===== config.mk =====
export PLATFORM = sky130hd
export DESIGN_NAME = pot_conditioner_with_autopilot_latch
export DESIGN_NICKNAME = d
export VERILOG_FILES = /design/src/potcond_pkg.sv /design/src/potcond_div.sv /design/src/potcond_dp.sv /design/src/potcond_ctrl.sv /design/src/pot_conditioner_with_autopilot_latch.sv
export VERILOG_INCLUDE_DIRS = /design/src /design/src/src
export SDC_FILE = /design/constraint.sdc
export NUM_CORES = 1
export LEC_CHECK = 0
export ABC_CLOCK_PERIOD_IN_PS = 24600
export BUFFER_PORTS_ARGS = -buffer_cell sky130_fd_sc_hd__buf_2
export CAP_MARGIN = 15
export CORE_UTILIZATION = 60
export CTS_CLUSTER_DIAMETER = 120
export DETAILED_ROUTE_END_ITERATION = 10
export GPL_TIMING_DRIVEN = 1
export PLACE_DENSITY = 0.85
export SYNTH_ARGS = -nofsm -noshare
export SYNTH_HDL_FRONTEND = slang
export SYNTH_HIERARCHICAL = 1
export SYNTH_SLANG_ARGS = --single-unit

===== constraint.sdc =====
create_clock -name clk -period 24.6 [get_ports clk]
set_clock_uncertainty 0.2 [all_clocks]
set_input_delay 1.23 -clock clk [delete_from_list [all_inputs] [get_ports clk]]
set_output_delay 1.23 -clock clk [all_outputs]
set_load 0.05 [all_outputs]

===== src/pot_conditioner_with_autopilot_latch_assert.svh =====
// assertion macros for the pot conditioner top level
`ifndef POT_CONDITIONER_WITH_AUTOPILOT_LATCH_ASSERT_SVH
`define POT_CONDITIONER_WITH_AUTOPILOT_LATCH_ASSERT_SVH

// condition must hold in the same cycle as the trigger
`define PC_ASSERT_SAME(label, ante, cons, msg) \
    label: assert property (@(posedge clk) disable iff (!rst_n) (ante) |-> (cons)) \
        else $error(msg);

// condition must hold in the cycle after the trigger
`define PC_ASSERT_NEXT(label, ante, cons, msg) \
    label: assert property (@(posedge clk) disable iff (!rst_n) (ante) |=> (cons)) \
        else $error(msg);

`endif


===== src/potcond_pkg.sv =====
// shared types and constants for the pot conditioner
package potcond_pkg;

    localparam int ADC_FULL_SCALE = 4095;

    localparam int RAW_W     = 12;
    localparam int GAIN_W    = 9;
    localparam int MAP_W     = 8;
    localparam int LEN_W     = 7;
    localparam int GAIN_FRAC = 8;
    localparam int GAIN_ONE  = 1 << GAIN_FRAC;
    localparam int MAP_MAX   = 100;
    localparam int MAP_MIN   = -100;

    localparam int SPAN_W    = RAW_W + 1;
    localparam int PROD_W    = 22;
    localparam int STEP_W    = PROD_W - GAIN_FRAC;
    localparam int NUM_W     = 20;
    localparam int DIV_N     = NUM_W - 1;
    localparam int DIV_CNT_W = $clog2(DIV_N);

    localparam int APB_AW    = 5;
    localparam int APB_DW    = 32;

    localparam logic [RAW_W-1:0]  DEAD_BAND_RESET = 12'd10;
    localparam logic [GAIN_W-1:0] GAIN_RESET      = 9'd64;

    typedef enum logic [1:0] {
        REQ_UPDATE    = 2'd0,
        REQ_ENGAGE    = 2'd1,
        REQ_DISENGAGE = 2'd2
    } req_t;

    typedef enum logic [1:0] {
        CH_DIR  = 2'd0,
        CH_TRIM = 2'd1,
        CH_LEN  = 2'd2
    } chan_t;

    typedef enum logic [2:0] {
        REG_DIR_LO  = 3'd0,
        REG_DIR_HI  = 3'd1,
        REG_TRIM_LO = 3'd2,
        REG_TRIM_HI = 3'd3,
        REG_LEN_LO  = 3'd4,
        REG_LEN_HI  = 3'd5,
        REG_DB      = 3'd6,
        REG_GAIN    = 3'd7
    } reg_idx_t;

    typedef struct packed {
        logic [1:0]       req_type;
        logic [RAW_W-1:0] dir_raw;
        logic [RAW_W-1:0] trim_raw;
        logic [RAW_W-1:0] len_raw;
    } in_word_t;

    typedef struct packed {
        logic signed [MAP_W-1:0] dir_out;
        logic signed [MAP_W-1:0] trim_out;
        logic [LEN_W-1:0]        len_out;
        logic                    dir_moved;
        logic                    trim_moved;
        logic                    len_moved;
        logic                    pilot_on;
        logic                    pilot_dropped;
        logic [RAW_W-1:0]        len_last_raw;
    } out_word_t;

    typedef struct packed {
        logic [RAW_W-1:0]  dir_low_cal;
        logic [RAW_W-1:0]  dir_high_cal;
        logic [RAW_W-1:0]  trim_low_cal;
        logic [RAW_W-1:0]  trim_high_cal;
        logic [RAW_W-1:0]  len_low_cal;
        logic [RAW_W-1:0]  len_high_cal;
        logic [RAW_W-1:0]  dead_band;
        logic [GAIN_W-1:0] smooth_gain_q8;
    } cfg_t;

    localparam cfg_t CFG_RESET = '{
        dir_low_cal:    '0,
        dir_high_cal:   RAW_W'(ADC_FULL_SCALE),
        trim_low_cal:   '0,
        trim_high_cal:  RAW_W'(ADC_FULL_SCALE),
        len_low_cal:    '0,
        len_high_cal:   RAW_W'(ADC_FULL_SCALE),
        dead_band:      DEAD_BAND_RESET,
        smooth_gain_q8: GAIN_RESET
    };

    // controller to datapath
    typedef struct packed {
        logic  load;
        logic  chk;
        logic  mul;
        logic  add;
        logic  map;
        logic  div_start;
        logic  fin;
        logic  pil;
        logic  out_load;
        chan_t chan;
    } cmd_t;

    // datapath to controller
    typedef struct packed {
        logic is_update;
        logic moved;
        logic div_done;
    } status_t;

endpackage


===== src/potcond_div.sv =====
// restoring divider, one quotient bit per cycle
module potcond_div (
    input  logic                           clk,
    input  logic                           rst_n,
    input  logic                           start,
    input  logic [potcond_pkg::DIV_N-1:0]  dividend,
    input  logic [potcond_pkg::RAW_W-1:0]  divisor,
    output logic [potcond_pkg::DIV_N-1:0]  quotient,
    output logic                           done
);
    import potcond_pkg::*;

    logic [DIV_N-1:0]     acc_reg, acc_next;
    logic [RAW_W-1:0]     rem_reg, rem_next;
    logic [RAW_W-1:0]     dvs_reg, dvs_next;
    logic [DIV_CNT_W-1:0] cnt_reg, cnt_next;
    logic                 busy_reg, busy_next;
    logic                 done_reg, done_next;
    logic [RAW_W:0]       shifted;
    logic [RAW_W:0]       trial;
    logic                 qbit;

    // one shift and trial subtract per cycle
    always_comb
    begin
        shifted   = {rem_reg, acc_reg[DIV_N-1]};
        trial     = shifted - {1'b0, dvs_reg};
        qbit      = ~trial[RAW_W];
        acc_next  = acc_reg;
        rem_next  = rem_reg;
        dvs_next  = dvs_reg;
        cnt_next  = cnt_reg;
        busy_next = busy_reg;
        done_next = 1'b0;
        if (start)
        begin
            acc_next  = dividend;
            rem_next  = '0;
            dvs_next  = divisor;
            cnt_next  = DIV_CNT_W'(DIV_N - 1);
            busy_next = 1'b1;
        end
        else if (busy_reg)
        begin
            rem_next = qbit ? trial[RAW_W-1:0] : shifted[RAW_W-1:0];
            acc_next = {acc_reg[DIV_N-2:0], qbit};
            if (cnt_reg == '0)
            begin
                busy_next = 1'b0;
                done_next = 1'b1;
            end
            else
            begin
                cnt_next = cnt_reg - 1'b1;
            end
        end
    end

    // control state
    always_ff @(posedge clk or negedge rst_n)
    begin
        if (!rst_n)
        begin
            cnt_reg  <= '0;
            busy_reg <= 1'b0;
            done_reg <= 1'b0;
        end
        else
        begin
            cnt_reg  <= cnt_next;
            busy_reg <= busy_next;
            done_reg <= done_next;
        end
    end

    // operand and partial remainder
    always_ff @(posedge clk)
    begin
        acc_reg <= acc_next;
        rem_reg <= rem_next;
        dvs_reg <= dvs_next;
    end

    assign quotient = acc_reg;
    assign done     = done_reg;

endmodule


===== src/potcond_dp.sv =====
// datapath: channel state, smoothing, range mapping and autopilot latch
module potcond_dp (
    input  logic                   clk,
    input  logic                   rst_n,
    input  potcond_pkg::cfg_t      cfg,
    input  potcond_pkg::in_word_t  in_data,
    input  potcond_pkg::cmd_t      cmd,
    output potcond_pkg::status_t   status,
    output potcond_pkg::out_word_t out_data
);
    import potcond_pkg::*;

    function automatic logic [RAW_W-1:0] dist_of(input logic signed [SPAN_W-1:0] v);
        logic signed [SPAN_W-1:0] n;
        n = -v;
        dist_of = v[SPAN_W-1] ? n[RAW_W-1:0] : v[RAW_W-1:0];
    endfunction

    // per-channel state
    logic [RAW_W-1:0]        last_raw_reg [3];
    logic [RAW_W-1:0]        last_raw_next [3];
    logic [RAW_W-1:0]        smooth_reg [3];
    logic [RAW_W-1:0]        smooth_next [3];
    logic signed [MAP_W-1:0] mapped_reg [3];
    logic signed [MAP_W-1:0] mapped_next [3];
    logic signed [MAP_W-1:0] saved_reg [3];
    logic signed [MAP_W-1:0] saved_next [3];
    logic [2:0]              moved_reg, moved_next;
    logic                    latch_reg, latch_next;
    logic                    dropped_reg, dropped_next;

    // working registers
    in_word_t                in_reg, in_next;
    logic [RAW_W-1:0]        x_reg, x_next;
    logic signed [PROD_W-1:0] prod_reg, prod_next;
    logic signed [NUM_W-1:0] num_reg, num_next;
    logic signed [SPAN_W-1:0] span_reg, span_next;
    logic                    cneg_reg, cneg_next;
    out_word_t               out_reg, out_next;

    // channel operands
    logic [1:0]              k;
    logic [RAW_W-1:0]        raw, lo, hi;
    logic                    centred;
    logic [RAW_W:0]          ctr_sum;
    logic [RAW_W-1:0]        ctr;
    logic signed [SPAN_W-1:0] raw_diff, ctr_diff;
    logic                    moved_now;
    logic                    snap;

    // smoothing and mapping
    logic [GAIN_W-1:0]       gain_eff;
    logic signed [SPAN_W-1:0] x_diff;
    logic signed [PROD_W:0]  prod_full;
    logic signed [PROD_W-1:0] prod_biased;
    logic signed [STEP_W-1:0] step;
    logic signed [STEP_W-1:0] smooth_sum;
    logic                    lower;
    logic [RAW_W-1:0]        map_a, map_b;
    logic signed [SPAN_W-1:0] s_off;
    logic signed [NUM_W-1:0] num_neg;
    logic [DIV_N-1:0]        dvd;
    logic [RAW_W-1:0]        dvs;
    logic [DIV_N-1:0]        quot;
    logic                    div_done;
    logic signed [NUM_W-1:0] q_pos, q_val;
    logic signed [NUM_W:0]   c_add, lo_bound, hi_bound, m_sum;
    logic signed [MAP_W-1:0] m_sat;

    // autopilot check
    logic signed [MAP_W:0]   pdiff [3];
    logic signed [MAP_W:0]   pneg [3];
    logic [MAP_W:0]          pdist [3];
    logic [2:0]              over;
    logic [RAW_W-2:0]        thr;

    assign k = cmd.chan;

    // select the sample and calibration of the current channel
    always_comb
    begin
        case (cmd.chan)
            CH_DIR:
            begin
                raw = in_reg.dir_raw;
                lo  = cfg.dir_low_cal;
                hi  = cfg.dir_high_cal;
            end
            CH_TRIM:
            begin
                raw = in_reg.trim_raw;
                lo  = cfg.trim_low_cal;
                hi  = cfg.trim_high_cal;
            end
            CH_LEN:
            begin
                raw = in_reg.len_raw;
                lo  = cfg.len_low_cal;
                hi  = cfg.len_high_cal;
            end
            default:
            begin
                raw = '0;
                lo  = '0;
                hi  = '0;
            end
        endcase
    end

    // deadzone check and centre snap
    always_comb
    begin
        centred   = (cmd.chan != CH_LEN);
        ctr_sum   = {1'b0, lo} + {1'b0, hi};
        ctr       = ctr_sum[RAW_W:1];
        raw_diff  = $signed({1'b0, raw}) - $signed({1'b0, last_raw_reg[k]});
        moved_now = dist_of(raw_diff) > cfg.dead_band;
        ctr_diff  = $signed({1'b0, raw}) - $signed({1'b0, ctr});
        snap      = centred && (dist_of(ctr_diff) < cfg.dead_band);
        x_next    = snap ? ctr : raw;
    end

    // exponential smoothing, product then truncating shift
    always_comb
    begin
        gain_eff    = (cfg.smooth_gain_q8 > GAIN_W'(GAIN_ONE)) ? GAIN_W'(GAIN_ONE)
                                                               : cfg.smooth_gain_q8;
        x_diff      = $signed({1'b0, x_reg}) - $signed({1'b0, smooth_reg[k]});
        prod_full   = $signed({1'b0, gain_eff}) * x_diff;
        prod_next   = prod_full[PROD_W-1:0];
        prod_biased = prod_reg[PROD_W-1] ? prod_reg + PROD_W'(GAIN_ONE - 1) : prod_reg;
        step        = STEP_W'(prod_biased >>> GAIN_FRAC);
        smooth_sum  = $signed({2'b00, smooth_reg[k]}) + step;
    end

    // piecewise map operands: numerator scaled by the output span, divisor span
    always_comb
    begin
        lower = smooth_reg[k] < ctr;
        if (centred && lower)
        begin
            map_a = lo;
            map_b = ctr;
        end
        else if (centred)
        begin
            map_a = ctr;
            map_b = hi;
        end
        else
        begin
            map_a = lo;
            map_b = hi;
        end
        s_off     = $signed({1'b0, smooth_reg[k]}) - $signed({1'b0, map_a});
        num_next  = NUM_W'(s_off) * NUM_W'(MAP_MAX);
        span_next = $signed({1'b0, map_b}) - $signed({1'b0, map_a});
        cneg_next = centred && lower;
    end

    // divider magnitudes
    always_comb
    begin
        num_neg = -num_reg;
        dvd     = num_reg[NUM_W-1] ? num_neg[DIV_N-1:0] : num_reg[DIV_N-1:0];
        dvs     = dist_of(span_reg);
    end

    potcond_div u_div (
        .clk      (clk),
        .rst_n    (rst_n),
        .start    (cmd.div_start),
        .dividend (dvd),
        .divisor  (dvs),
        .quotient (quot),
        .done     (div_done)
    );

    // signed quotient, offset and saturation
    always_comb
    begin
        q_pos = $signed({1'b0, quot});
        if (span_reg == '0)
            q_val = '0;
        else if (num_reg[NUM_W-1] ^ span_reg[SPAN_W-1])
            q_val = -q_pos;
        else
            q_val = q_pos;
        c_add    = cneg_reg ? (NUM_W + 1)'(MAP_MIN) : (NUM_W + 1)'(0);
        lo_bound = centred ? (NUM_W + 1)'(MAP_MIN) : (NUM_W + 1)'(0);
        hi_bound = (NUM_W + 1)'(MAP_MAX);
        m_sum    = (NUM_W + 1)'(q_val) + c_add;
        if (m_sum > hi_bound)
            m_sat = hi_bound[MAP_W-1:0];
        else if (m_sum < lo_bound)
            m_sat = lo_bound[MAP_W-1:0];
        else
            m_sat = m_sum[MAP_W-1:0];
    end

    // drift of each mapped value from its saved value
    always_comb
    begin
        thr = cfg.dead_band[RAW_W-1:1];
        for (int i = 0; i < 3; i++)
        begin
            pdiff[i] = $signed({mapped_reg[i][MAP_W-1], mapped_reg[i]})
                     - $signed({saved_reg[i][MAP_W-1], saved_reg[i]});
            pneg[i]  = -pdiff[i];
            pdist[i] = pdiff[i][MAP_W] ? pneg[i] : pdiff[i];
            over[i]  = pdist[i] > {1'b0, thr};
        end
    end

    // next state of the channel registers and the latch
    always_comb
    begin
        in_next      = in_reg;
        moved_next   = moved_reg;
        latch_next   = latch_reg;
        dropped_next = dropped_reg;
        for (int i = 0; i < 3; i++)
        begin
            last_raw_next[i] = last_raw_reg[i];
            smooth_next[i]   = smooth_reg[i];
            mapped_next[i]   = mapped_reg[i];
            saved_next[i]    = saved_reg[i];
        end
        if (cmd.load)
        begin
            in_next      = in_data;
            moved_next   = '0;
            dropped_next = 1'b0;
        end
        if (cmd.chk)
        begin
            last_raw_next[k] = raw;
            moved_next[k]    = moved_now;
        end
        if (cmd.add)
            smooth_next[k] = smooth_sum[RAW_W-1:0];
        if (cmd.fin)
            mapped_next[k] = m_sat;
        if (cmd.pil)
        begin
            case (in_reg.req_type)
                REQ_UPDATE:
                begin
                    if (latch_reg && (over != '0))
                    begin
                        dropped_next = 1'b1;
                        latch_next   = 1'b0;
                    end
                end
                REQ_ENGAGE:
                begin
                    if (!latch_reg)
                    begin
                        for (int i = 0; i < 3; i++)
                            saved_next[i] = mapped_reg[i];
                    end
                    latch_next = 1'b1;
                end
                REQ_DISENGAGE:
                begin
                    latch_next = 1'b0;
                end
                default:
                begin
                end
            endcase
        end
    end

    // result word
    always_comb
    begin
        out_next = out_reg;
        if (cmd.out_load)
        begin
            out_next.dir_out       = mapped_reg[CH_DIR];
            out_next.trim_out      = mapped_reg[CH_TRIM];
            out_next.len_out       = mapped_reg[CH_LEN][LEN_W-1:0];
            out_next.dir_moved     = moved_reg[CH_DIR];
            out_next.trim_moved    = moved_reg[CH_TRIM];
            out_next.len_moved     = moved_reg[CH_LEN];
            out_next.pilot_on      = latch_reg;
            out_next.pilot_dropped = dropped_reg;
            out_next.len_last_raw  = last_raw_reg[CH_LEN];
        end
    end

    // channel state registers
    always_ff @(posedge clk or negedge rst_n)
    begin
        if (!rst_n)
        begin
            for (int i = 0; i < 3; i++)
            begin
                last_raw_reg[i] <= '0;
                smooth_reg[i]   <= '0;
                mapped_reg[i]   <= '0;
                saved_reg[i]    <= '0;
            end
            moved_reg   <= '0;
            latch_reg   <= 1'b0;
            dropped_reg <= 1'b0;
        end
        else
        begin
            for (int i = 0; i < 3; i++)
            begin
                last_raw_reg[i] <= last_raw_next[i];
                smooth_reg[i]   <= smooth_next[i];
                mapped_reg[i]   <= mapped_next[i];
                saved_reg[i]    <= saved_next[i];
            end
            moved_reg   <= moved_next;
            latch_reg   <= latch_next;
            dropped_reg <= dropped_next;
        end
    end

    // working registers
    always_ff @(posedge clk)
    begin
        in_reg  <= in_next;
        out_reg <= out_next;
        if (cmd.chk)
            x_reg <= x_next;
        if (cmd.mul)
            prod_reg <= prod_next;
        if (cmd.map)
        begin
            num_reg  <= num_next;
            span_reg <= span_next;
            cneg_reg <= cneg_next;
        end
    end

    assign status.is_update = (in_reg.req_type == REQ_UPDATE);
    assign status.moved     = moved_now;
    assign status.div_done  = div_done;
    assign out_data         = out_reg;

endmodule


===== src/potcond_ctrl.sv =====
// controller: sequences the three channels through the shared datapath
module potcond_ctrl (
    input  logic                 clk,
    input  logic                 rst_n,
    input  logic                 in_valid,
    output logic                 in_stall,
    output logic                 out_valid,
    input  logic                 out_stall,
    input  potcond_pkg::status_t status,
    output potcond_pkg::cmd_t    cmd
);
    import potcond_pkg::*;

    typedef enum logic [10:0] {
        S_IDLE = 11'b000_0000_0001,
        S_DISP = 11'b000_0000_0010,
        S_CHK  = 11'b000_0000_0100,
        S_MUL  = 11'b000_0000_1000,
        S_ADD  = 11'b000_0001_0000,
        S_MAP  = 11'b000_0010_0000,
        S_DIV  = 11'b000_0100_0000,
        S_WAIT = 11'b000_1000_0000,
        S_FIN  = 11'b001_0000_0000,
        S_PIL  = 11'b010_0000_0000,
        S_DONE = 11'b100_0000_0000
    } state_t;

    state_t state_reg, state_next;
    chan_t  chan_reg, chan_next;
    logic   out_valid_reg, out_valid_next;
    state_t after_chan;
    chan_t  chan_inc;

    // where to go once the current channel is finished
    always_comb
    begin
        chan_inc   = chan_t'(chan_reg + 2'd1);
        after_chan = (chan_reg == CH_LEN) ? S_PIL : S_CHK;
    end

    // next state and commands
    always_comb
    begin
        state_next     = state_reg;
        chan_next      = chan_reg;
        out_valid_next = out_valid_reg && out_stall;
        cmd            = '0;
        cmd.chan       = chan_reg;
        case (state_reg)
            S_IDLE:
            begin
                if (in_valid)
                begin
                    cmd.load   = 1'b1;
                    state_next = S_DISP;
                end
            end
            S_DISP:
            begin
                chan_next  = CH_DIR;
                state_next = status.is_update ? S_CHK : S_PIL;
            end
            S_CHK:
            begin
                cmd.chk = 1'b1;
                if (status.moved)
                begin
                    state_next = S_MUL;
                end
                else
                begin
                    state_next = after_chan;
                    if (chan_reg != CH_LEN)
                        chan_next = chan_inc;
                end
            end
            S_MUL:
            begin
                cmd.mul    = 1'b1;
                state_next = S_ADD;
            end
            S_ADD:
            begin
                cmd.add    = 1'b1;
                state_next = S_MAP;
            end
            S_MAP:
            begin
                cmd.map    = 1'b1;
                state_next = S_DIV;
            end
            S_DIV:
            begin
                cmd.div_start = 1'b1;
                state_next    = S_WAIT;
            end
            S_WAIT:
            begin
                if (status.div_done)
                    state_next = S_FIN;
            end
            S_FIN:
            begin
                cmd.fin    = 1'b1;
                state_next = after_chan;
                if (chan_reg != CH_LEN)
                    chan_next = chan_inc;
            end
            S_PIL:
            begin
                cmd.pil    = 1'b1;
                state_next = S_DONE;
            end
            S_DONE:
            begin
                if (!out_valid_reg || !out_stall)
                begin
                    cmd.out_load   = 1'b1;
                    out_valid_next = 1'b1;
                    state_next     = S_IDLE;
                end
            end
            default:
            begin
                state_next = S_IDLE;
            end
        endcase
    end

    // state registers
    always_ff @(posedge clk or negedge rst_n)
    begin
        if (!rst_n)
        begin
            state_reg     <= S_IDLE;
            chan_reg      <= CH_DIR;
            out_valid_reg <= 1'b0;
        end
        else
        begin
            state_reg     <= state_next;
            chan_reg      <= chan_next;
            out_valid_reg <= out_valid_next;
        end
    end

    assign in_stall  = (state_reg != S_IDLE);
    assign out_valid = out_valid_reg;

endmodule


===== src/pot_conditioner_with_autopilot_latch.sv =====
// top level: configuration registers, controller and datapath
//
//  channel   direction  handshake               payload
//  in        input      in_valid / in_stall     in_data  (request and three samples)
//  out       output     out_valid / out_stall   out_data (mapped values and flags)
//  config    input      APB psel/penable/pwrite paddr, pwdata, prdata
//
// an engage, disengage or ignored request passes through the dispatch, latch and done states
// an update checks each channel in turn and, where its sample moved past the deadzone, runs
// multiply, add, map, divider start, divider wait and finish before the latch check
// control and channel state clear at reset; calibration resets to full scale, latch off
// a result waits in the output register while out_stall is high; the next word is
// accepted meanwhile and held at its end until the output register is free
module pot_conditioner_with_autopilot_latch (
    input  logic                             clk,
    input  logic                             rst_n,
    input  logic                             psel,
    input  logic                             penable,
    input  logic                             pwrite,
    input  logic [potcond_pkg::APB_AW-1:0]   paddr,
    input  logic [potcond_pkg::APB_DW-1:0]   pwdata,
    output logic [potcond_pkg::APB_DW-1:0]   prdata,
    output logic                             pready,
    input  logic                             in_valid,
    output logic                             in_stall,
    input  potcond_pkg::in_word_t            in_data,
    output logic                             out_valid,
    input  logic                             out_stall,
    output potcond_pkg::out_word_t           out_data
);
    import potcond_pkg::*;

    cfg_t     cfg_reg, cfg_next;
    reg_idx_t reg_idx;
    logic     cfg_wr;
    cmd_t     cmd;
    status_t  status;

    assign pready  = 1'b1;
    assign reg_idx = reg_idx_t'(paddr[APB_AW-1:2]);
    assign cfg_wr  = psel && penable && pwrite && pready;

    // register write
    always_comb
    begin
        cfg_next = cfg_reg;
        if (cfg_wr)
        begin
            case (reg_idx)
                REG_DIR_LO:  cfg_next.dir_low_cal    = pwdata[RAW_W-1:0];
                REG_DIR_HI:  cfg_next.dir_high_cal   = pwdata[RAW_W-1:0];
                REG_TRIM_LO: cfg_next.trim_low_cal   = pwdata[RAW_W-1:0];
                REG_TRIM_HI: cfg_next.trim_high_cal  = pwdata[RAW_W-1:0];
                REG_LEN_LO:  cfg_next.len_low_cal    = pwdata[RAW_W-1:0];
                REG_LEN_HI:  cfg_next.len_high_cal   = pwdata[RAW_W-1:0];
                REG_DB:      cfg_next.dead_band      = pwdata[RAW_W-1:0];
                REG_GAIN:    cfg_next.smooth_gain_q8 = pwdata[GAIN_W-1:0];
                default:     cfg_next = cfg_reg;
            endcase
        end
    end

    // register read
    always_comb
    begin
        case (reg_idx)
            REG_DIR_LO:  prdata = APB_DW'(cfg_reg.dir_low_cal);
            REG_DIR_HI:  prdata = APB_DW'(cfg_reg.dir_high_cal);
            REG_TRIM_LO: prdata = APB_DW'(cfg_reg.trim_low_cal);
            REG_TRIM_HI: prdata = APB_DW'(cfg_reg.trim_high_cal);
            REG_LEN_LO:  prdata = APB_DW'(cfg_reg.len_low_cal);
            REG_LEN_HI:  prdata = APB_DW'(cfg_reg.len_high_cal);
            REG_DB:      prdata = APB_DW'(cfg_reg.dead_band);
            REG_GAIN:    prdata = APB_DW'(cfg_reg.smooth_gain_q8);
            default:     prdata = '0;
        endcase
    end

    // configuration registers
    always_ff @(posedge clk or negedge rst_n)
    begin
        if (!rst_n)
            cfg_reg <= CFG_RESET;
        else
            cfg_reg <= cfg_next;
    end

    potcond_ctrl u_ctrl (
        .clk       (clk),
        .rst_n     (rst_n),
        .in_valid  (in_valid),
        .in_stall  (in_stall),
        .out_valid (out_valid),
        .out_stall (out_stall),
        .status    (status),
        .cmd       (cmd)
    );

    potcond_dp u_dp (
        .clk      (clk),
        .rst_n    (rst_n),
        .cfg      (cfg_reg),
        .in_data  (in_data),
        .cmd      (cmd),
        .status   (status),
        .out_data (out_data)
    );

    `include "pot_conditioner_with_autopilot_latch_assert.svh"

    // mapped outputs stay inside their saturated ranges
    `PC_ASSERT_SAME(a_out_range, out_valid, ($signed(out_data.dir_out) <= 8'sd100) && ($signed(out_data.dir_out) >= -8'sd100) && ($signed(out_data.trim_out) <= 8'sd100) && ($signed(out_data.trim_out) >= -8'sd100) && (out_data.len_out <= 7'd100), "mapped output out of range")
    // a held result is never overwritten
    `PC_ASSERT_SAME(a_no_overwrite, cmd.out_load, !(out_valid && out_stall), "output register overwritten while stalled")
    // a released latch is reported as off
    `PC_ASSERT_SAME(a_drop_clears, out_valid && out_data.pilot_dropped, !out_data.pilot_on, "latch dropped but still on")
    // one word at a time through the controller
    `PC_ASSERT_NEXT(a_busy_after_accept, in_valid && !in_stall, in_stall, "input not stalled after accept")

endmodule


### Word level (Yosys, flattened, before mapping)

Cells that the tools add are included.

| word-level totals | value |
|---|---|
| register bits | 426 |
| memories | 0 |
| RAM bits | 0 |
| output and inout bits | 75 |
| bits of input ports | 82 |
| logic and storage cells | 237 |
| bits in latches | 0 |
| bits in read-only memories | 0 |

| operators by class | value |
|---|---|
| reduce and logical (&&, ||, !) cells | 33 |
| bitwise logic cells | 4 |
| muxes and demuxes | 82 |
| div/mod/pow operators | 0 |
| shift-type cells | 0 |
| equal/unequal tests | 30 |
| add/subtract/negate cells | 23 |
| order comparisons | 13 |
| multipliers | 2 |

Operators with widths:

| cell | count |
|---|---|
| $pmux W32 S8 | 1 |
| $mux W12 | 13 |
| $pmux W11 S11 | 1 |
| $pmux W12 S3 | 3 |
| $bwmux W36 | 2 |
| $sub A12 B12 Y13 | 5 |
| $mux W20 | 3 |
| $mux W19 | 3 |
| $bmux W12 S2 | 2 |
| $mux W11 | 4 |
| $mux W21 | 2 |
| $mux W9 | 4 |
| $neg A12 Y12 | 3 |
| $gt A9 B11 Y1 | 3 |
| $neg A9 Y9 | 3 |
| $sub A8 B8 Y9 | 3 |
| $mux W1 | 25 |
| $bwmux W24 | 1 |
| $demux W12 S2 | 1 |
| $lt A12 B12 Y1 | 2 |
| $mux W8 | 3 |
| $mul A10 B13 Y22 | 1 |
| $add A20 B21 Y21 | 1 |
| $gt A21 B8 Y1 const B | 1 |
| 58 further kinds | 97 |

### Longest topological paths before layout

Gate-level depths: netlist of run 1.

| logic depth | value |
|---|---|
| depth after elaboration | 10 |
| depth in mapped cells | 56 |
| gate-level depth less buffers | 49 |

### By module

Netlist of run 1, hierarchy kept.

Modules (own cells, without submodules):

| module | area an instance (µm²) | instances | cells each | sequential area each (µm²) |
|---|---|---|---|---|
| potcond_dp | 25051.5 | 1 | 2681 | 7422.1 |
| pot_conditioner_with_autopilot_latch | 4553.1 | 1 | 330 | 2376.0 |
| potcond_div | 2835.2 | 1 | 265 | 1346.3 |
| potcond_ctrl | 874.6 | 1 | 96 | 351.6 |

### Worst setup path after synthesis of run 1

OpenSTA, ideal clock, no wires.

| timing | value |
|---|---|
| path type | reg2reg |
| start point | register u_ctrl.chan_reg[1] |
| end point | register u_dp.num_reg[19] (data pin) |
| library setup time | 0.267 ns |
| buffers on the path | 7 |
| clock period less this slack | 10.625 ns |
| setup slack | 13.975 ns |
| arrival | 10.158 ns |
| required time | 24.133 ns |
| cell stages (with the launch flop) | 54 |
| cell sequence | dfrtp_1 buf_4 buf_6 buf_1 clkbuf_1 clkbuf_1 mux2i_1 o21ai_0 ha_1 and4_1 o211ai_2 o21ai_0 a21o_1 a21o_1 xor2_1 inv_1 ha_1 nand2_1 [... 18 more ...] inv_1 fa_1 inv_1 ha_1 ha_1 a21oi_1 o21ai_0 and2_1 o21ai_0 nand2b_1 a21oi_1 o21bai_1 a21oi_1 nor2_1 o21ai_0 nand2b_1 a21oi_1 xor2_1 |

| on the way | value |
|---|---|
| word-level cells in the longest chain between the ends | 9 |
| elaborated cells between the ends (all ways) | 17 |
| those cells by class | 2 x add/sub; 1 x mul; 1 x order compare; 3 x eq/ne; 7 x mux; 1 x bitwise; 2 x reduce/logical |

Ends and longest elaborated chain:

| element | line | text |
|---|---|---|
| from (decl) | potcond_ctrl.sv:29 | `chan_t chan_reg, chan_next;` |
| from (signal assigned) | potcond_ctrl.sv:142 | `chan_reg <= chan_next;` |
| parallel branches: the longest is 7 deep, another holds $add A12 B12 Y13 | n/a |  |
| $sub A12 B12 Y13 * | potcond_dp.sv:155 | `s_off = $signed({1'b0, smooth_reg[k]}) - $signed({1'b0, map_a});` |
| $mul A13 B6 Y18 * | potcond_dp.sv:156 | `num_next = NUM_W'(s_off) * NUM_W'(MAP_MAX);` |
| via u_dp.num_next[19] | potcond_dp.sv:36 | `logic signed [NUM_W-1:0] num_reg, num_next;` |
| to (signal assigned) | potcond_dp.sv:335 | `num_reg <= num_next;` |
| to (decl) | potcond_dp.sv:36 |  |

Mark *: on every way through the listed nets, which the timed path passes. The select of a mux whose other input is x is not followed.
A chain may end at the register's enable or synchronous reset.

### Worst setup path in the final report of run 1

| timing | value |
|---|---|
| start point | register u_ctrl.chan_reg[0] |
| end point | register u_dp.num_reg[19] (data pin) |

The elaborated chain is that of the path after synthesis.

==> results by group, run 1 <==
Global route
  – GR Overflow Total: 0
  – Aggregate global-route resource usage: approximately 29%
  – Vias in the first global route: 25200
  – Initial antenna violation count: 0
  – Largest net degree at the start of global routing: around 110
  – First-pass GRT wire length: 130000 um

STA
  – Count of final setup violators: 0
  – Max-slew violations: 0
  – Slew margin rel.: 33.5%
  – Crit share post-route: about 47%
  – Sum Neg Setup Slack: 0 ps
  – Slew of the pin with the lowest slew margin: about 990 ps
  – Clock period minus worst slack: ~12000 ps
  – Max frequency: 0.0866 GHz
  – Final hold violations: 0
  – RSZ-0062 raised after global routing: no
  – Hold slack: 256 ps

CTS
  – Clock sinks: 425
  – H-tree depth: 2
  – Later-pin clock latency in the skew report: 590 ps
  – CTS tree: built
  – CTS resizes: 0
  – Post-cts hold buffer count: 0
  – CTS Root Buffer Type: clkbuf_16
  – Max clock buf depth: 3
  – Total CTS buffers: 44
  – Worst-path clk slew: 60 ps
  – Post-CTS Setup Repair Bufs: 0

Logic synthesis
  – Number of flops mapped to enable cells by yosys: 174
  – Yosys reg bits: about 430
  – Seq/Total Area, Yosys: 34.5%
  – Synth area leaders: edfxtp_1 (16%), dfrtp_1 (15%), ha_1 (11%), fa_1 (7.1%), xnor2_1 (5.0%)
  – Synth Flop Type: dfrtp_1
  – Top cell type by total area after synthesis: edfxtp_1
  – Post-synth cell types: 107
  – Cell area after synthesis: 33300 sq um
  – Post-synth top area share: 15.7%
  – Syn_area_per_cell: 9.88 sq um
  – Post-synthesis instance total: around 3400
  – Fraction of registers with async set/reset: 56.2%
  – Ys Warns: 6

Hold path
  – Hold Path Depth: 0
  – Hold Path End: u_dp/out_data[12]
  – Type of the most critical hold path: flop to flop
  – Hold_sp: u_dp/dropped_reg

Floorplanning
  – FP Rows: 85
  – Die X: approximately 240 um
  – I/O pins: 157
  – DIE HEIGHT: 238 um
  – Initial Util: between 60% and 70%
  – Die ar.: 56500 sq um
  – Core Region: 54300 sq um

Worst setup path
  – FF-to-FF End: u_dp/num_reg[19]
  – Largest stage delay, worst path: 540 ps
  – Delay-heaviest family, CP: compound AO/OA/AOI/OAI gates
  – Crit path max fanout: 44
  – Crit path DAT: between 10000 and 15000 ps
  – CP required: 24710 ps
  – Worst path buffer plus inverter count: 6
  – Setup CP Type: flop to flop
  – Worst R2R Start: u_ctrl/chan_reg[0]
  – R2R Setup Slk: 13050 ps
  – R2R cell count: 48
  – Critical Path End Type: flop
  – Crit-path slowest cell: fa_1
  – Most common cell on crit path: a21oi_1
  – Worst setup SP type: flop

Cells and area
  – P&R area growth vs syn: 8.03%
  – Commonest non-fill, non-tap cells in the layout: inv_1 (310), ha_1 (297), nand2_1 (294), nor2_1 (229), o21ai_0 (211)
  – Share of layout cells above drive strength 1: between 10% and 20%
  – Total Nets Final: 3944
  – Largest register FFs: 93
  – Commonest non-fill, non-tap cell in the layout: inv_1
  – Inserted Diodes: 0

Detailed routing
  – Final WL: 80100 um
  – Initial drt markers: 1940
  – DR vias: 25300
  – Vias/cell: about 6.0
  – Wirelength per Cell: 19.0 um
  – First-pass iteration count of the detailed router: 6
  – ANT nets after route: 0
  – Number of remaining DRC errors: 0

Run
  – Max cap viols: 0

Placement
  – Placer Congestion: roughly 0.97
  – Post-detail-place hpwl: between 50000 and 60000 um
  – Port Buffers: 113

Run status
  – Status: finished, final reports clean
area by class of cell:
type	instances	area, sq um
multi-input cells	2522	20100
fillers	4015	18400
flip-flops and latches	425	11500
clock buffers	55	1200
inverters	312	1170
well taps	739	925
repair buffers	142	793
clock inverters	27	344
cell usage after synthesis, drive strengths merged, types with 9 or more instances:
cell and count:
clkbuf 59, nor3b 12, dfrtp 199, nor2 236, inv 312, or4 10, nand2 296, a21boi 11
nand3b 13, edfxtp 174, buf 74, maj3 9, or2 9, nand3 41, o21a 22, a21o 60
nand2b 52, or3 18, ha 297, o21bai 37, a221oi 12, dfxtp 12, mux2i 104, mux2 141
o21ai 223, xor2 70, nor4 19, fa 118, a311oi 13, o31ai 31, xnor2 192, dfstp 40
and2 28, nor2b 51, a211oi 10, a21oi 160, nor3 39, o211ai 9, nand4 23, a31oi 17
layer usage:
layer  GRT usage (%)  up-vias  wire, um
met5               0        -         0
met4            13.1        0      3410
met3            3.97      233      5380
met2            47.7      922     38000
met1            37.8    12300     33300
li1                -    11900         -
kinds of logic after synthesis:
kind of cell,count (synthesis),synth area share (%)
adder cells (fa/ha/maj),424,18.5
flip-flops,425,34.5
other,3,0.0338
AO/OA/AOI/OAI,695,13.6
AND/OR/NAND/NOR,871,12.6
XOR/XNOR,262,6.89
multiplexers,247,8.16
buffers and inverters,445,5.68
stage by stage:
step | utilization (%) | setup slack [ps] | area, sq um | cells
2_1_floorplan | - | 13970 | 33400 | 3392
4_1_cts | 66.2 | 13210 | 36000 | 4222
5_1_grt | 66.2 | 12100 | 36000 | 4222
3_5_place_dp | 63.4 | 13390 | 34400 | 4140
6_report | 66.2 | 13050 | 36000 | 4222
3_3_place_gp | 63.4 | 13600 | 34400 | 4140
how the worst max path moves through the flow:
| stage | startpoint | to | slack (ps) | cells after the start |
|---|---|---|---|---|
| CTS | u_ctrl/chan_reg[0] | u_dp/num_reg[19] | 13210 | 48 |
| global route | u_ctrl/chan_reg[0] | u_dp/num_reg[19] | 12100 | 48 |
| detailed placement | u_ctrl/chan_reg[1] | u_dp/num_reg[19] | 13390 | 49 |
| floorplan | u_ctrl/chan_reg[1] | u_dp/num_reg[19] | 13970 | 53 |
| finish | u_ctrl/chan_reg[0] | u_dp/num_reg[19] | 13050 | 48 |
| global placement | u_ctrl/chan_reg[0] | u_dp/num_reg[19] | 13600 | 47 |
Power of run 1 is not shown: default switching activity piles up to over one toggle a cycle in this logic, so the estimate is an artifact.
==> inputs of run 2 (changes only) <==
--- a/config.mk
+++ b/config.mk
@@ -6,7 +6,7 @@
 export SDC_FILE = /design/constraint.sdc
 export NUM_CORES = 1
 export LEC_CHECK = 0
-export ABC_CLOCK_PERIOD_IN_PS = 24600
+export ABC_CLOCK_PERIOD_IN_PS = 11050
 export BUFFER_PORTS_ARGS = -buffer_cell sky130_fd_sc_hd__buf_2
 export CAP_MARGIN = 15
 export CORE_UTILIZATION = 60
==> constraint.sdc (replaced) <==
create_clock -name clk -period 11.05 [get_ports clk]
set_clock_uncertainty 0.2 [all_clocks]
set_input_delay 0.5525 -clock clk [delete_from_list [all_inputs] [get_ports clk]]
set_output_delay 0.5525 -clock clk [all_outputs]
set_load 0.05 [all_outputs]
==> run 2 against run 1 <==
Flip-flop and latch count is the same. Setup slack lost 12000 ps. Routed wire length increased by 3.0%. Highest routed layer unchanged.
==> results by group, run 2 (synthesized netlist as in run 1, its figures left out) <==
Detailed routing
  – Initial drt markers: about 2200
  – ANT nets after route: 0
  – First-pass iteration count of the detailed router: 6
  – Wirelength per Cell: 19.3 um
  – Vias/cell: roughly 6.0
  – Final WL: 82500 um
  – Number of remaining DRC errors: 0
  – DR vias: 25800

Floorplanning
  – Initial Util: 61.3%
  – Core Region: 54300 sq um
  – DIE HEIGHT: 238 um
  – FP Rows: 85
  – Die ar.: between 50000 and 60000 sq um
  – Die X: 238 um
  – I/O pins: 157

Cells and area
  – Fill count: 3913
  – Total Nets Final: 3995
  – Multi-input gate area: around 20000 sq um
  – Largest register FFs: between 90 and 100
  – Commonest non-fill, non-tap cells in the layout: inv_1 (310), ha_1 (297), nand2_1 (294), nor2_1 (229), o21ai_0 (207)
  – Post-layout util: about two thirds
  – P&R area growth vs syn: 9.55%
  – Commonest non-fill, non-tap cell in the layout: inv_1
  – Seq. cell area: ~12000 sq um
  – Inserted Diodes: 0
  – Share of layout cells above drive strength 1: 13.4%

Worst setup path
  – Most common cell on crit path: inv_1
  – Critical Path End Type: flop
  – Largest stage delay, worst path: 580 ps
  – R2R Setup Slk: roughly 660 ps
  – CP endpoint: u_dp/num_reg[19]
  – Setup CP Type: flop to flop
  – Crit path DAT: around 10000 ps
  – Crit path max fanout: 18
  – CP required: between 10000 and 15000 ps
  – R2R cell count: roughly 50
  – FF-to-FF End: u_dp/num_reg[19]
  – Crit path from: u_ctrl/chan_reg[1]
  – Crit-path slowest cell: dfrtp_4
  – Worst R2R Start: u_ctrl/chan_reg[1]
  – Worst setup SP type: flop

STA
  – Max-slew violations: 0
  – Max frequency: 0.0962 GHz
  – RSZ-0062 raised after global routing: no
  – Slew of the pin with the lowest slew margin: 1050 ps
  – Final hold violations: 0
  – Sum Neg Setup Slack: 0 ps
  – Crit share post-route: 94.0%
  – Slew margin rel.: 29.1%
  – Count of final setup violators: 0
  – Clock period minus worst slack: about 10000 ps
  – Final worst slack: 659 ps

CTS
  – CTS tree: built
  – Clock sinks: between 400 and 500
  – Max clock buf depth: 3
  – Total CTS buffers: 46
  – H-tree depth: 2
  – Later-pin clock latency in the skew report: ~610 ps
  – CTS Root Buffer Type: clkbuf_16
  – Worst-path clk slew: 60 ps

Placement
  – Placer Congestion: 0.958
  – DP Worst Slack: 545 ps
  – Post-detail-place hpwl: 60000 um
  – Port Buffers: 113

Global route
  – Largest net degree at the start of global routing: 160
  – Vias in the first global route: 25700
  – Aggregate global-route resource usage: 29.7%
  – GR Overflow Total: 0
  – Initial antenna violation count: 1
  – First-pass GRT wire length: around 130000 um

Hold path
  – Type of the most critical hold path: primary input to flop

Run status
  – Status: finished, final reports clean

Run
  – Max cap viols: 0
## run 2: layout make-up
cell class	instances	share of cell area, %
repair buffers	191	3.54
clock inverters	27	0.843
well taps	739	2.53
multi-input cells	2522	55.0
inverters	312	3.21
flip-flops and latches	425	31.5
clock buffers	59	3.40
## run 2: worst max-delay path, delay by kind of cell (launching register included)
family | cells | cell delay [ps]
XOR/XNOR | 3 | 590
flip-flops | 1 | 580
multiplexers | 1 | 200
buffers and inverters | 7 | 840
AO/OA/AOI/OAI | 19 | 2960
AND/OR/NAND/NOR | 11 | 1650
adder cells (fa/ha/maj) | 8 | 3060
## run 2: through the flow
step / hold WS, ps / std cells / cell area, sq um
2_1_floorplan: 56.9 / 3392 / 33400
3_3_place_gp: 228 / 4144 / 34500
3_5_place_dp: 237 / 4144 / 34500
4_1_cts: 56.4 / 4269 / 36400
5_1_grt: 77.3 / 4275 / 36500
6_report: 90.2 / 4275 / 36500
## run 2: metal layers
metal / track usage [%] / vias to the layer above / wire length, um
met5: 0 / - / 0
met4: 12.2 / 0 / 3500
met3: 4.17 / 277 / 6000
met2: 50.2 / 1103 / 39500
met1: 38.5 / 12500 / 33500
li1: - / 12000 / -
## run 2: worst min path at each step
stage / from / end / slack (ps) / cells after the start
finish: in_valid / u_ctrl/state_reg[1] / 90 / 3
global route: in_valid / u_ctrl/state_reg[1] / 80 / 3
CTS: in_valid / u_ctrl/state_reg[1] / 60 / 3
detailed placement: u_dp/moved_reg[0] / u_dp/out_data[16] / 240 / 0
global placement: u_dp/dropped_reg / u_dp/out_data[12] / 230 / 0
floorplan: rst_n / cfg_reg[0] / 60 / 0
## run 2: repair_timing
action,CTS,global route
buffers inserted,0,6
gates resized for setup,0,6
endpoints found under the setup margin,0,3
hold buffers,39,0
hold endpoints to repair,117,0
Power of run 2 is left out for the same reason.
